## config.mk

```make
export PLATFORM = sky130hd
export DESIGN_NAME = md5_block_compression_flat
export DESIGN_NICKNAME = d
export VERILOG_FILES = /design/src/hdl/md5bc_pkg.sv /design/src/hdl/md5bc_msg_if.sv /design/src/hdl/md5bc_hash_if.sv /design/src/hdl/md5bc_round.sv /design/src/hdl/md5_block_compression.sv /design/src/flat_wrapper.sv
export SDC_FILE = /design/constraint.sdc
export NUM_CORES = 2
export LEC_CHECK = 0
export ABC_AREA = 1
export BUFFER_PORTS_ARGS = -buffer_cell sky130_fd_sc_hd__buf_4
export CORE_MARGIN = 2
export CORE_UTILIZATION = 28
export DETAILED_ROUTE_END_ITERATION = 10
export PLACE_DENSITY = 0.5
export SETUP_SLACK_MARGIN = 0.1
export SLEW_MARGIN = 20
export SYNTH_ARGS = -nofsm -noshare
export SYNTH_HDL_FRONTEND = slang
export SYNTH_SLANG_ARGS = --single-unit
```

## constraint.sdc

```tcl
create_clock -name clk_i -period 16.1 [get_ports clk_i]
set_input_delay 1.61 -clock clk_i [delete_from_list [all_inputs] [get_ports clk_i]]
set_output_delay 1.61 -clock clk_i [all_outputs]
set_load 0.02 [all_outputs]
```

## src/hdl/md5bc_pkg.sv

```systemverilog
// ============================================================================
// md5bc_pkg
// Shared types, constants, round tables and microcode for the MD5 block
// compression core.
// ============================================================================
`default_nettype none

package md5bc_pkg;

  localparam int unsigned WordW     = 32;
  localparam int unsigned NumWords  = 16;
  localparam int unsigned NumRounds = 64;
  localparam int unsigned IdxW      = $clog2(NumWords);
  localparam int unsigned RndW      = $clog2(NumRounds);
  localparam int unsigned PcW       = 3;

  typedef logic [WordW-1:0] word_t;
  typedef logic [IdxW-1:0]  idx_t;
  typedef logic [RndW-1:0]  rnd_t;
  typedef logic [PcW-1:0]   pc_t;

  // Standard MD5 initial chaining value, word A at index 0
  localparam word_t IvA = 32'h67452301;
  localparam word_t IvB = 32'hefcdab89;
  localparam word_t IvC = 32'h98badcfe;
  localparam word_t IvD = 32'h10325476;
  localparam logic [3:0][WordW-1:0] Iv = {IvD, IvC, IvB, IvA};

  localparam rnd_t LastRnd = rnd_t'(NumRounds - 1);

  // Datapath operation selected by a microcode step
  typedef enum logic [2:0] {
    OP_WAIT,      // collect message words
    OP_LOAD,      // working regs from chaining value, prefetch first operand
    OP_ROUND,     // one MD5 round
    OP_ADD,       // fold working regs into chaining value
    OP_NOP,       // hold
    OP_EMIT       // present result, release the block buffer
  } op_e;

  // Jump condition; when it holds the sequencer goes to the step's target
  typedef enum logic [2:0] {
    C_NEVER,
    C_ALWAYS,
    C_NOT_FULL,
    C_ROUND_MORE,
    C_OUT_BUSY
  } cond_e;

  typedef struct packed {
    op_e   op;
    cond_e cond;
    pc_t   target;
  } ucode_t;

  localparam pc_t PcWait    = pc_t'(0);
  localparam pc_t PcLoad    = pc_t'(1);
  localparam pc_t PcRound   = pc_t'(2);
  localparam pc_t PcAdd     = pc_t'(3);
  localparam pc_t PcWaitOut = pc_t'(4);
  localparam pc_t PcEmit    = pc_t'(5);

  // Control store
  function automatic ucode_t ucode(input pc_t pc);
    ucode_t w;
    unique case (pc)
      PcWait:    w = '{op: OP_WAIT,  cond: C_NOT_FULL,   target: PcWait};
      PcLoad:    w = '{op: OP_LOAD,  cond: C_NEVER,      target: PcWait};
      PcRound:   w = '{op: OP_ROUND, cond: C_ROUND_MORE, target: PcRound};
      PcAdd:     w = '{op: OP_ADD,   cond: C_NEVER,      target: PcWait};
      PcWaitOut: w = '{op: OP_NOP,   cond: C_OUT_BUSY,   target: PcWaitOut};
      PcEmit:    w = '{op: OP_EMIT,  cond: C_ALWAYS,     target: PcWait};
      default:   w = '{op: OP_NOP,   cond: C_ALWAYS,     target: PcWait};
    endcase
    return w;
  endfunction

  // Message word used by a round
  function automatic idx_t msg_idx(input rnd_t rnd);
    idx_t r4;
    idx_t i;
    r4 = rnd[IdxW-1:0];
    unique case (rnd[RndW-1 -: 2])
      2'd0:    i = r4;
      2'd1:    i = idx_t'(r4 * idx_t'(5) + idx_t'(1));
      2'd2:    i = idx_t'(r4 * idx_t'(3) + idx_t'(5));
      default: i = idx_t'(r4 * idx_t'(7));
    endcase
    return i;
  endfunction

  // Left rotation per round, four per group
  function automatic logic [4:0] rot_amt(input rnd_t rnd);
    logic [4:0] s;
    unique case ({rnd[RndW-1 -: 2], rnd[1:0]})
      4'd0:  s = 5'd7;
      4'd1:  s = 5'd12;
      4'd2:  s = 5'd17;
      4'd3:  s = 5'd22;
      4'd4:  s = 5'd5;
      4'd5:  s = 5'd9;
      4'd6:  s = 5'd14;
      4'd7:  s = 5'd20;
      4'd8:  s = 5'd4;
      4'd9:  s = 5'd11;
      4'd10: s = 5'd16;
      4'd11: s = 5'd23;
      4'd12: s = 5'd6;
      4'd13: s = 5'd10;
      4'd14: s = 5'd15;
      default: s = 5'd21;
    endcase
    return s;
  endfunction

  // Additive sine constants
  function automatic word_t round_k(input rnd_t rnd);
    word_t k;
    unique case (rnd)
      6'd0:  k = 32'hd76aa478;  6'd1:  k = 32'he8c7b756;
      6'd2:  k = 32'h242070db;  6'd3:  k = 32'hc1bdceee;
      6'd4:  k = 32'hf57c0faf;  6'd5:  k = 32'h4787c62a;
      6'd6:  k = 32'ha8304613;  6'd7:  k = 32'hfd469501;
      6'd8:  k = 32'h698098d8;  6'd9:  k = 32'h8b44f7af;
      6'd10: k = 32'hffff5bb1;  6'd11: k = 32'h895cd7be;
      6'd12: k = 32'h6b901122;  6'd13: k = 32'hfd987193;
      6'd14: k = 32'ha679438e;  6'd15: k = 32'h49b40821;
      6'd16: k = 32'hf61e2562;  6'd17: k = 32'hc040b340;
      6'd18: k = 32'h265e5a51;  6'd19: k = 32'he9b6c7aa;
      6'd20: k = 32'hd62f105d;  6'd21: k = 32'h02441453;
      6'd22: k = 32'hd8a1e681;  6'd23: k = 32'he7d3fbc8;
      6'd24: k = 32'h21e1cde6;  6'd25: k = 32'hc33707d6;
      6'd26: k = 32'hf4d50d87;  6'd27: k = 32'h455a14ed;
      6'd28: k = 32'ha9e3e905;  6'd29: k = 32'hfcefa3f8;
      6'd30: k = 32'h676f02d9;  6'd31: k = 32'h8d2a4c8a;
      6'd32: k = 32'hfffa3942;  6'd33: k = 32'h8771f681;
      6'd34: k = 32'h6d9d6122;  6'd35: k = 32'hfde5380c;
      6'd36: k = 32'ha4beea44;  6'd37: k = 32'h4bdecfa9;
      6'd38: k = 32'hf6bb4b60;  6'd39: k = 32'hbebfbc70;
      6'd40: k = 32'h289b7ec6;  6'd41: k = 32'heaa127fa;
      6'd42: k = 32'hd4ef3085;  6'd43: k = 32'h04881d05;
      6'd44: k = 32'hd9d4d039;  6'd45: k = 32'he6db99e5;
      6'd46: k = 32'h1fa27cf8;  6'd47: k = 32'hc4ac5665;
      6'd48: k = 32'hf4292244;  6'd49: k = 32'h432aff97;
      6'd50: k = 32'hab9423a7;  6'd51: k = 32'hfc93a039;
      6'd52: k = 32'h655b59c3;  6'd53: k = 32'h8f0ccc92;
      6'd54: k = 32'hffeff47d;  6'd55: k = 32'h85845dd1;
      6'd56: k = 32'h6fa87e4f;  6'd57: k = 32'hfe2ce6e0;
      6'd58: k = 32'ha3014314;  6'd59: k = 32'h4e0811a1;
      6'd60: k = 32'hf7537e82;  6'd61: k = 32'hbd3af235;
      6'd62: k = 32'h2ad7d2bb;  default: k = 32'heb86d391;
    endcase
    return k;
  endfunction

endpackage

`default_nettype wire

```

## src/hdl/md5bc_msg_if.sv

```systemverilog
// ============================================================================
// md5bc_msg_if
// Message word channel: one 32-bit little-endian word per beat.
// ============================================================================
`default_nettype none

interface md5bc_msg_if;
  import md5bc_pkg::*;

  logic  valid;
  logic  ready;
  word_t msg_word;
  logic  start_message;

  modport source (output valid, msg_word, start_message, input ready);
  modport sink   (input valid, msg_word, start_message, output ready);
endinterface

`default_nettype wire

```

## src/hdl/md5bc_hash_if.sv

```systemverilog
// ============================================================================
// md5bc_hash_if
// Chaining value channel: the four chaining words after one block per beat.
// ============================================================================
`default_nettype none

interface md5bc_hash_if;
  import md5bc_pkg::*;

  logic  valid;
  logic  ready;
  word_t hash_a;
  word_t hash_b;
  word_t hash_c;
  word_t hash_d;

  modport source (output valid, hash_a, hash_b, hash_c, hash_d, input ready);
  modport sink   (input valid, hash_a, hash_b, hash_c, hash_d, output ready);
endinterface

`default_nettype wire

```

## src/hdl/md5bc_round.sv

```systemverilog
// ============================================================================
// md5bc_round
// One MD5 round: boolean function, add of the prefetched word plus constant,
// rotation and the final add of B.
// ============================================================================
`default_nettype none

module md5bc_round (
  input  md5bc_pkg::rnd_t  rnd_i,
  input  md5bc_pkg::word_t a_i,
  input  md5bc_pkg::word_t b_i,
  input  md5bc_pkg::word_t c_i,
  input  md5bc_pkg::word_t d_i,
  input  md5bc_pkg::word_t mk_i,    // message word + sine constant
  output md5bc_pkg::word_t b_next_o
);
  import md5bc_pkg::*;

  word_t             f;
  word_t             t;
  logic [4:0]        s;
  logic [2*WordW-1:0] dbl;

  // F, G, H, I by round group
  always_comb begin
    unique case (rnd_i[RndW-1 -: 2])
      2'd0:    f = (b_i & c_i) | (~b_i & d_i);
      2'd1:    f = (b_i & d_i) | (c_i & ~d_i);
      2'd2:    f = b_i ^ c_i ^ d_i;
      default: f = c_i ^ (b_i | ~d_i);
    endcase
  end

  // rotate left, amount is never zero
  assign t        = a_i + f + mk_i;
  assign s        = rot_amt(rnd_i);
  assign dbl      = {t, t} << s;
  assign b_next_o = b_i + dbl[2*WordW-1 -: WordW];

endmodule

`default_nettype wire

```

## src/hdl/md5_block_compression.sv

```systemverilog
// ============================================================================
// md5_block_compression
// MD5 compression core driven by a small microcoded sequencer.
// ============================================================================
// Usage
//   msg_i  : one padded message word per beat, first byte in bits 7:0.
//            start_message on a beat reloads the initial chaining value and
//            makes that word word 0 of a new block (buffered words dropped).
//   hash_o : after every sixteenth word, one beat carrying chaining words
//            A..D after that block.
//   Words are taken one per cycle until the block buffer is full; ready then
//   drops while one shared round unit runs the 64 rounds, one round per
//   cycle. The result becomes valid after the sixteenth word's beat when the
//   steps (full check, one load step, 64 rounds, add, output check, emit)
//   have run, and ready returns in the same cycle.
//   The result sits in an output register: a stalled receiver does not stop
//   the next block's words from being taken; only the emit step of the
//   following block waits until the previous result has gone.
//   Reset loads the initial chaining value, clears the word count and leaves
//   the block buffer contents undefined; no clearing pass is needed.
// ============================================================================
`default_nettype none

module md5_block_compression (
  input  logic                clk_i,
  input  logic                rst_ni,
  md5bc_msg_if.sink           msg_i,
  md5bc_hash_if.source        hash_o
);
  import md5bc_pkg::*;

  // sequencer
  pc_t    pc_q, pc_d;
  ucode_t uw;
  logic   jump;

  // buffer and chaining state
  word_t  blk_q [NumWords];
  idx_t   cnt_q;
  logic   full_q;
  word_t  cv_q [4];

  // working registers
  rnd_t   rnd_q;
  word_t  a_q, b_q, c_q, d_q;
  word_t  mk_q, mk_d;
  word_t  b_next;
  rnd_t   rnd_nx;

  // output register
  logic   out_vld_q;
  word_t  out_q [4];

  logic   in_acc;
  logic   out_busy;

  assign uw       = ucode(pc_q);
  assign in_acc   = msg_i.valid && msg_i.ready;
  assign out_busy = out_vld_q && !hash_o.ready;

  // Jump decode
  always_comb begin
    unique case (uw.cond)
      C_NEVER:      jump = 1'b0;
      C_ALWAYS:     jump = 1'b1;
      C_NOT_FULL:   jump = !full_q;
      C_ROUND_MORE: jump = (rnd_q != LastRnd);
      C_OUT_BUSY:   jump = out_busy;
      default:      jump = 1'b1;
    endcase
  end

  assign pc_d = jump ? uw.target : pc_t'(pc_q + pc_t'(1));

  always_ff @(posedge clk_i or negedge rst_ni) begin
    if (!rst_ni) begin
      pc_q <= PcWait;
    end else begin
      pc_q <= pc_d;
    end
  end

  assign msg_i.ready = (uw.op == OP_WAIT) && !full_q;

  // Block buffer write, no reset
  always_ff @(posedge clk_i) begin
    if (in_acc) begin
      blk_q[msg_i.start_message ? idx_t'(0) : cnt_q] <= msg_i.msg_word;
    end
  end

  // Word count and full flag
  always_ff @(posedge clk_i or negedge rst_ni) begin
    if (!rst_ni) begin
      cnt_q  <= '0;
      full_q <= 1'b0;
    end else if (in_acc) begin
      if (msg_i.start_message) begin
        cnt_q <= idx_t'(1);
      end else begin
        cnt_q  <= idx_t'(cnt_q + idx_t'(1));
        full_q <= (cnt_q == idx_t'(NumWords - 1));
      end
    end else if (uw.op == OP_EMIT) begin
      full_q <= 1'b0;
    end
  end

  // Chaining value: reload on start, accumulate after the rounds
  always_ff @(posedge clk_i or negedge rst_ni) begin
    if (!rst_ni) begin
      for (int i = 0; i < 4; i++) cv_q[i] <= Iv[i];
    end else if (in_acc && msg_i.start_message) begin
      for (int i = 0; i < 4; i++) cv_q[i] <= Iv[i];
    end else if (uw.op == OP_ADD) begin
      cv_q[0] <= cv_q[0] + a_q;
      cv_q[1] <= cv_q[1] + b_q;
      cv_q[2] <= cv_q[2] + c_q;
      cv_q[3] <= cv_q[3] + d_q;
    end
  end

  // Round unit
  md5bc_round u_round (
    .rnd_i    (rnd_q),
    .a_i      (a_q),
    .b_i      (b_q),
    .c_i      (c_q),
    .d_i      (d_q),
    .mk_i     (mk_q),
    .b_next_o (b_next)
  );

  // Operand prefetch for the round after the current one
  assign rnd_nx = (uw.op == OP_ROUND) ? rnd_t'(rnd_q + rnd_t'(1)) : rnd_q;
  assign mk_d   = blk_q[msg_idx(rnd_nx)] + round_k(rnd_nx);

  // Round counter wraps to zero after the last round
  always_ff @(posedge clk_i or negedge rst_ni) begin
    if (!rst_ni) begin
      rnd_q <= '0;
    end else if (uw.op == OP_ROUND) begin
      rnd_q <= rnd_nx;
    end
  end

  // Working registers
  always_ff @(posedge clk_i) begin
    if (uw.op == OP_LOAD) begin
      a_q  <= cv_q[0];
      b_q  <= cv_q[1];
      c_q  <= cv_q[2];
      d_q  <= cv_q[3];
      mk_q <= mk_d;
    end else if (uw.op == OP_ROUND) begin
      a_q  <= d_q;
      d_q  <= c_q;
      c_q  <= b_q;
      b_q  <= b_next;
      mk_q <= mk_d;
    end
  end

  // Output register; emit only runs when it is free
  always_ff @(posedge clk_i or negedge rst_ni) begin
    if (!rst_ni) begin
      out_vld_q <= 1'b0;
    end else if (uw.op == OP_EMIT) begin
      out_vld_q <= 1'b1;
    end else if (hash_o.ready) begin
      out_vld_q <= 1'b0;
    end
  end

  always_ff @(posedge clk_i) begin
    if (uw.op == OP_EMIT) begin
      for (int i = 0; i < 4; i++) out_q[i] <= cv_q[i];
    end
  end

  assign hash_o.valid  = out_vld_q;
  assign hash_o.hash_a = out_q[0];
  assign hash_o.hash_b = out_q[1];
  assign hash_o.hash_c = out_q[2];
  assign hash_o.hash_d = out_q[3];

endmodule

`default_nettype wire

```

## src/flat_wrapper.sv

```systemverilog
// flat-port wrapper written by rule: the top's interface ports become plain ports
module md5_block_compression_flat import md5bc_pkg::*;
  (clk_i, rst_ni, msg_i_valid, msg_i_msg_word, msg_i_start_message, msg_i_ready, hash_o_valid, hash_o_hash_a, hash_o_hash_b, hash_o_hash_c, hash_o_hash_d, hash_o_ready);
  md5bc_msg_if msg_i_i ();
  md5bc_hash_if hash_o_i ();
  input  logic clk_i;
  input  logic rst_ni;
  input wire logic [$bits(msg_i_i.valid)-1:0] msg_i_valid;
  input wire logic [$bits(msg_i_i.msg_word)-1:0] msg_i_msg_word;
  input wire logic [$bits(msg_i_i.start_message)-1:0] msg_i_start_message;
  output wire logic [$bits(msg_i_i.ready)-1:0] msg_i_ready;
  output wire logic [$bits(hash_o_i.valid)-1:0] hash_o_valid;
  output wire logic [$bits(hash_o_i.hash_a)-1:0] hash_o_hash_a;
  output wire logic [$bits(hash_o_i.hash_b)-1:0] hash_o_hash_b;
  output wire logic [$bits(hash_o_i.hash_c)-1:0] hash_o_hash_c;
  output wire logic [$bits(hash_o_i.hash_d)-1:0] hash_o_hash_d;
  input wire logic [$bits(hash_o_i.ready)-1:0] hash_o_ready;
  assign msg_i_i.valid = msg_i_valid;
  assign msg_i_i.msg_word = msg_i_msg_word;
  assign msg_i_i.start_message = msg_i_start_message;
  assign msg_i_ready = msg_i_i.ready;
  assign hash_o_valid = hash_o_i.valid;
  assign hash_o_hash_a = hash_o_i.hash_a;
  assign hash_o_hash_b = hash_o_i.hash_b;
  assign hash_o_hash_c = hash_o_i.hash_c;
  assign hash_o_hash_d = hash_o_i.hash_d;
  assign hash_o_i.ready = hash_o_ready;
  md5_block_compression u_core (.clk_i(clk_i), .rst_ni(rst_ni), .msg_i(msg_i_i), .hash_o(hash_o_i));
endmodule
```

* Word-level counts from Yosys, hierarchy flattened
Memory sizes are Yosys's and may differ from the RTL's.
Cells that the tools add are included.
** Word-level totals
- Flip-flop bits (word level) :: 303
- RAM bits :: 640
- Memory bits (read-only) :: 2128
- Input bits :: 37
- Logic and storage cells :: 111
- Memories kept :: 4
** Cells by class
- Add/subtract/negate cells :: 13
- Multiply operators :: 3
- Eq/ne operators :: 19
- Shifts and indexed selects :: 1
- Muxes and demuxes :: 29
- Bitwise logic cells :: 12
- Reduce and logical (&&, ||, !) cells :: 16
** Memory list
- (no name shown) :: words 64, width 32, read ports 1, clocked after Yosys merged registers in 0, write ports 0, RTL line md5bc_pkg.sv:119 : unique case (rnd)
- u_core.blk_q :: words 16, width 32, read ports 1, clocked after Yosys merged registers in 0, write ports 1, RTL line md5_block_compression.sv:38 : word_t blk_q [NumWords];
- u_core.out_q :: words 4, width 32, read ports 4, clocked after Yosys merged registers in 0, write ports 4, RTL line md5_block_compression.sv:52 : word_t out_q [4];
- (no name shown) :: words 16, width 5, read ports 1, clocked after Yosys merged registers in 0, write ports 0, RTL line md5bc_pkg.sv:95 : unique case ({rnd[RndW-1 -: 2], rnd[1:0]})
** Operators by type and width (count)
- $mux 32 :: 10
- $add 32x32->32 :: 8
- $mux 128 :: 2
- $and 32x32->32 :: 4
- $or 32x32->32 :: 3
- $pmux 32 s3 :: 1
- $xor 32x32->32 :: 3
- $not 32->32 :: 2
- $shl 64x5->64 :: 1
- $pmux 9 s6 :: 1
- $eq 3x2->1 const B :: 6
- $eq 3x3->1 const B :: 4
- $pmux 4 s3 :: 1
- $logic_not 3->1 :: 3
- $mux 1 :: 9
- $add 4x1->4 const B :: 2
- $mul 4x3->4 const B :: 2
- $mux 4 :: 2
- $reduce_bool 2->1 :: 4
- $add 6x1->6 const B :: 1
- $eq 3x1->1 const B :: 2
- $mux 6 :: 1
- $ne 6x6->1 const B :: 1
- $add 4x3->4 const B :: 1
- 12 further kinds :: 19

* Depth between registers and ports, before layout
An unclocked memory read counts as a cell.
- Depth in word-level cells :: 11
- Gate-level depth with buffers :: 44
- Gate-level depth less buffers :: 43

* By module
Synthesis repeated with hierarchy kept, for this count alone.
** Second synthesis, totals
- Cell total of the unflattened synthesis :: 6462
- Area, all modules :: 56197.6 um^2
** Modules (own cells, without submodules)
- md5_block_compression :: instances 1, cells each 4757, area an instance 47326.6 um^2, sequential area each 27681.5 um^2
- md5bc_round :: instances 1, cells each 1705, area an instance 8871.0 um^2, sequential area each 0.0 um^2

* Worst setup path before layout
No wires, ideal clock.
- Kind :: reg-to-reg
- Start point :: register u_core.pc_q[0]
- End point :: register u_core.mk_q[22], data pin
- Setup time :: 0.259 ns
- Arrival :: 6.438 ns
- Required time :: 15.841 ns
- Slack :: 9.403 ns
- Stages on the path, launching flop included :: 36
- Path through :: dfrtp_1 ha_1 ha_1 inv_1 nand2_1 nor2_4 inv_2 nand2_1 nand2_1 inv_1 buf_1 ha_1 fa_1 xor2_1 xor2_1 o22ai_1 nand2_1 nand2_2 inv_2 buf_2 buf_2 nand3_1 o31ai_1 ha_1 inv_1 fa_1 o21ai_0 a21oi_1 o21ai_0 a21boi_0 o21ai_0 nand3_1 nand2_1 a21boi_0 o211ai_1 nand2_1
** Between the ends
- Cells in the longest elaborated chain, start to end :: 11
- Elaborated cells on any way between the ends :: 24
- Classes of those cells :: add/sub: 3; mul: 3; eq/ne: 9; mux: 5; reduce/logical: 2; memory: 2
** Ends and longest elaborated chain
- start: declaration :: RTL line md5_block_compression.sv:33 : pc_t pc_q, pc_d;
- start signal: assignment :: RTL line md5_block_compression.sv:77 : pc_q <= PcWait;
- start signal: assignment :: RTL line md5_block_compression.sv:79 : pc_q <= pc_d;
- $eq 3x3->1 (tied with other cells) :: RTL line md5bc_pkg.sv:66 : unique case (pc)
- $pmux 9 s6 (*) :: RTL line md5bc_pkg.sv:66
- $eq 3x2->1 (*) :: RTL line md5_block_compression.sv:135 : assign rnd_nx = (uw.op == OP_ROUND) ? rnd_t'(rnd_q + rnd_t'(1)) : rnd_q;
- $mux 6 (*) :: RTL line md5_block_compression.sv:135
- named net u_core.rnd_nx[2] :: RTL line md5_block_compression.sv:48 : rnd_t rnd_nx;
- $mul 4x2->4 / $mul 4x3->4 (equally long branches) :: RTL line md5bc_pkg.sv:86, md5bc_pkg.sv:85
- $add 4x3->4 / $add 4x1->4 (equally long branches) :: RTL line md5bc_pkg.sv:86, md5bc_pkg.sv:85
- $pmux 4 s3 :: RTL line md5bc_pkg.sv:83 : unique case (rnd[RndW-1 -: 2])
- $mem_v2 16x32
- $add 32x32->32 (*) :: RTL line md5_block_compression.sv:136 : assign mk_d = blk_q[msg_idx(rnd_nx)] + round_k(rnd_nx);
- named net u_core.mk_d[22] :: RTL line md5_block_compression.sv:46 : word_t mk_q, mk_d;
- $mux 32 :: RTL line md5_block_compression.sv:155 : end else if (uw.op == OP_ROUND) begin
- $mux 32 (*) :: RTL line md5_block_compression.sv:149 : if (uw.op == OP_LOAD) begin
- end signal: assignment :: RTL line md5_block_compression.sv:154 : mk_q <= mk_d;
- end signal: assignment :: RTL line md5_block_compression.sv:160 : mk_q <= mk_d;
- end: declaration :: RTL line md5_block_compression.sv:46
The timed path passes the listed nets; every way through them passes the cells marked *. The select of a mux whose other input is x is not followed.
A chain may end at the register's enable or synchronous reset.

* Worst setup path after layout
Ends and elaborated chain as after synthesis.

==> results.yml <==
die:
  die_area_um2: 204000
  die_h_um: 451
  core-area_um2: 199000
  io_pins: 167
  start_util_pct: 28.1
  die_w_um: 451
  num_rows: 164
clock_tree:
  holdBufCountCts: 0
  postCtsSetupRepairBufs: 0
  clkLatencyLatePin_ns: 0.77
  clk_path_buf_depth: 3
  tritoncts: "built"
  cts.htree.levels: 3
  clock_sinks: 943
  clk_pin_slew_worst_paths_ns: 0.06
  cts_root_buffer: "clkbuf_16"
  cts_buffers: 107
  ctsResizeCount: 0
synthesis:
  ys.flop_type: "edfxtp_1"
  async_flop_share_pct: 15.2
  ys_types: 67
  syn-num-nets: 6725
  syn_area_um2: 56000
  ys_ff_latch: 943
  synth-compound-area-share_pct: 14.8
  synth-simple-area-share_pct: 19.4
  muxShareOfSynthArea_pct: 0.0179
  synthXorXnorAreaFrac_pct: 2.11
  synthCells: 6385
  synth_top_area_share_pct: 42.9
  synthAdderAreaFrac_pct: 7.35
  synthTopCellsByCount: "nand2_1 (1418), edfxtp_1 (800), inv_1 (729), nand3_1 (722), o21ai_0 (568)"
  yosysWarnings: 0
  yosys-top-cells-area: "edfxtp_1 (43%), nand2_1 (9.5%), nand3_1 (6.5%), ha_1 (5.8%), o21ai_0 (5.1%)"
  synth.avg_cell_area_um2: 8.77
  yosysMostFrequentCell: "nand2_1"
  synth_top_family_by_area: "simple AND/OR/NAND/NOR gates"
  synth-edff-count: 800
  synth_top_area_cell: "edfxtp_1"
  yosysSeqAreaShare_pct: 49.4
worst_setup_path:
  arrival_ns: 9.79
  cp-start-kind: "flip-flop"
  worstPathMaxFanout: 76
  crit_type: "flip-flop to flip-flop"
  cp-end-kind: "flip-flop"
  crit_slowest_cell: "o21ai_0"
  r2r_cells: 34
  critical_path_required_ns: 16.57
  cpPeakStageDelay_ns: 0.90
sta:
  slew_headroom_pct: 24.2
  fin_skew_ns: 0.0745
  rsz0062_at_grt: "false"
  timing.final.crit_share_pct: 57.8
  hold_viol_final: 0
  fmax_ghz: 0.107
  setup_viol: 0
  period_needed_ns: 9.31
  tns_ns: 0
  worstMarginPinSlew_ns: 1.12
  drv_slew: 0
hold_path:
  hold_class: "flip-flop to flip-flop"
  min_path_cells: 0
cells_and_area:
  syn2layout_area_growth_pct: 14.1
  nets: 6823
  design_area_um2: 63900
  drive_above_1_share_pct: 8.21
  fin_cells: 9232
global_route:
  grt_overflow: 0
  grt_max_degree: 140
  antenna_found_initial: 8
  grt_use_met2_pct: 31.8
  grt_pass1_wl_um: 296000
  grtUsageMet1_pct: 25.4
  track_usage_pct: 19.2
  first_global_vias: 44900
  globalRoute.busiestLayer: "met2"
  grt.met3_usage_pct: 2.52
drt:
  drcViolationCount: 0
  num_vias: 46900
  routedWlPerCell_um: 21.7
  routed_wl_um: 201000
  ant_nets: 0
  vias_per_cell: 5.08
  drt_iter0_markers: 3953
  drt-pass1-iter-count: 5
placed_design:
  gp_congestion: 0.963
  place_inst: 9030
  io_buffers: 166
  dp_hpwl_um: 139000
  dpl_cell_area_um2: 60300
pwr:
  power.switching_mw: 1.11
  pwr-share-comb_pct: 0.7
  switching_share_pct: 21.2
  pwr-share-seq_pct: 50.6
  finalPower_mw: 5.22
  clkPwrFrac_pct: 48.8
  peakVddDrop_uv: 82.1
  p_leak_nw: 26.5
  internal-power_mw: 4.11
  p_per_area_nw_per_um2: 81.7
run:
  maxCapViolCount: 0
status:
  outcome: "finished, final reports clean"
## state kept, by name (all words and copies together) (netlist names)
signal               count
u_core.a_q              32
u_core.b_q              32
u_core.blk_q           512
u_core.c_q              32
u_core.cnt_q             4
u_core.cv_q            128
u_core.d_q              32
u_core.full_q            1
u_core.hash_o.valid      1
u_core.mk_q             32
u_core.out_q           128
u_core.pc_q              3
u_core.rnd_q             6
## metal layers
layer	wire, µm	up-vias	part of all wire [%]
li1	-	22400	-
met5	57	-	0.028
met4	8170	8	4.1
met3	9990	335	5.0
met1	88000	22800	44
met2	94300	1343	47
## logic make-up (layout without fill, tap and decap cells)
group | Yosys count | count (layout)
mux | 1 | 1
flops | 943 | 943
simple gates | 2562 | 2562
buf+inv | 992 | 1181
compound gates | 1451 | 1451
xor+xnor | 133 | 133
fa+ha+maj | 303 | 303
other cells | 0 | 2
## placed cells by master (no fill, tap or decap), types with 20 or more instances in the layout
master,count
a21o_1,21
a21oi_1,455
buf_4,235
clkbuf_16,107
clkinv_1,24
dfrtp_1,79
dfstp_2,64
edfxtp_1,800
fa_1,43
ha_1,260
inv_1,725
nand2_1,1415
nand3_1,722
nand4_1,31
nor2_1,271
nor2_4,20
nor3_1,47
o211ai_1,137
o21ai_0,568
o21ai_1,39
o21bai_1,27
o22ai_1,31
o31ai_1,31
xnor2_1,50
xor2_1,82
## final timing paths
path / from / end / slack, ns
setup / recovery: u_core.pc_q[0] / u_core.mk_q[22] / 6.79
hold / removal: u_core.cv_q[29] / u_core.out_q[3][29] / 0.52
setup reg to reg: u_core.pc_q[0] / u_core.mk_q[22] / 6.79
hold reg to reg: u_core.cv_q[29] / u_core.out_q[3][29] / 0.52
max in group asynchronous: rst_ni / u_core.pc_q[0] / 13.18
min in group asynchronous: rst_ni / u_core.cv_q[7] / 0.82
## worst max-delay path: cells and delay by family (launching register included)
family	cells	cell delay, ns
buf+inv	8	2.39
simple gates	9	1.16
flops	1	0.44
fa+ha+maj	5	1.63
compound gates	12	3.30
## layout make-up
cell class / instances / area (µm²)
Fill cell: 20800 / 135000
Sequential cell: 943 / 27700
Multi-Input combinational cell: 4450 / 24700
Tap cell: 2656 / 3320
Clock buffer: 132 / 2830
Inverter: 744 / 2800
Timing Repair Buffer: 237 / 1790
Clock inverter: 68 / 796
Antenna cell: 2 / 5.00
## stage by stage
stage          hold WS, ns  util [%]  worst slack [ns]
2_1_floorplan        0.451         -              9.40
3_3_place_gp         0.496      30.2              6.79
3_5_place_dp         0.505      30.2              6.70
4_1_cts              0.521      32.1              6.69
5_1_grt              0.536      32.1              6.00
6_report             0.515      32.1              6.79
## power by group through the flow
stage / Sequential [mW] / Clock (mW) / Combinational, mW
final: 2.64 / 2.54 / 0.0347
after detailed placement: 2.69 / 0 / 0.0357
after global placement: 2.69 / 0 / 0.0347
after CTS: 2.64 / 2.60 / 0.0357
after global routing: 2.64 / 2.69 / 0.0390
after floorplan: 2.69 / 0 / 0.000699
No activity file was read; power rests on OpenSTA's default activity.
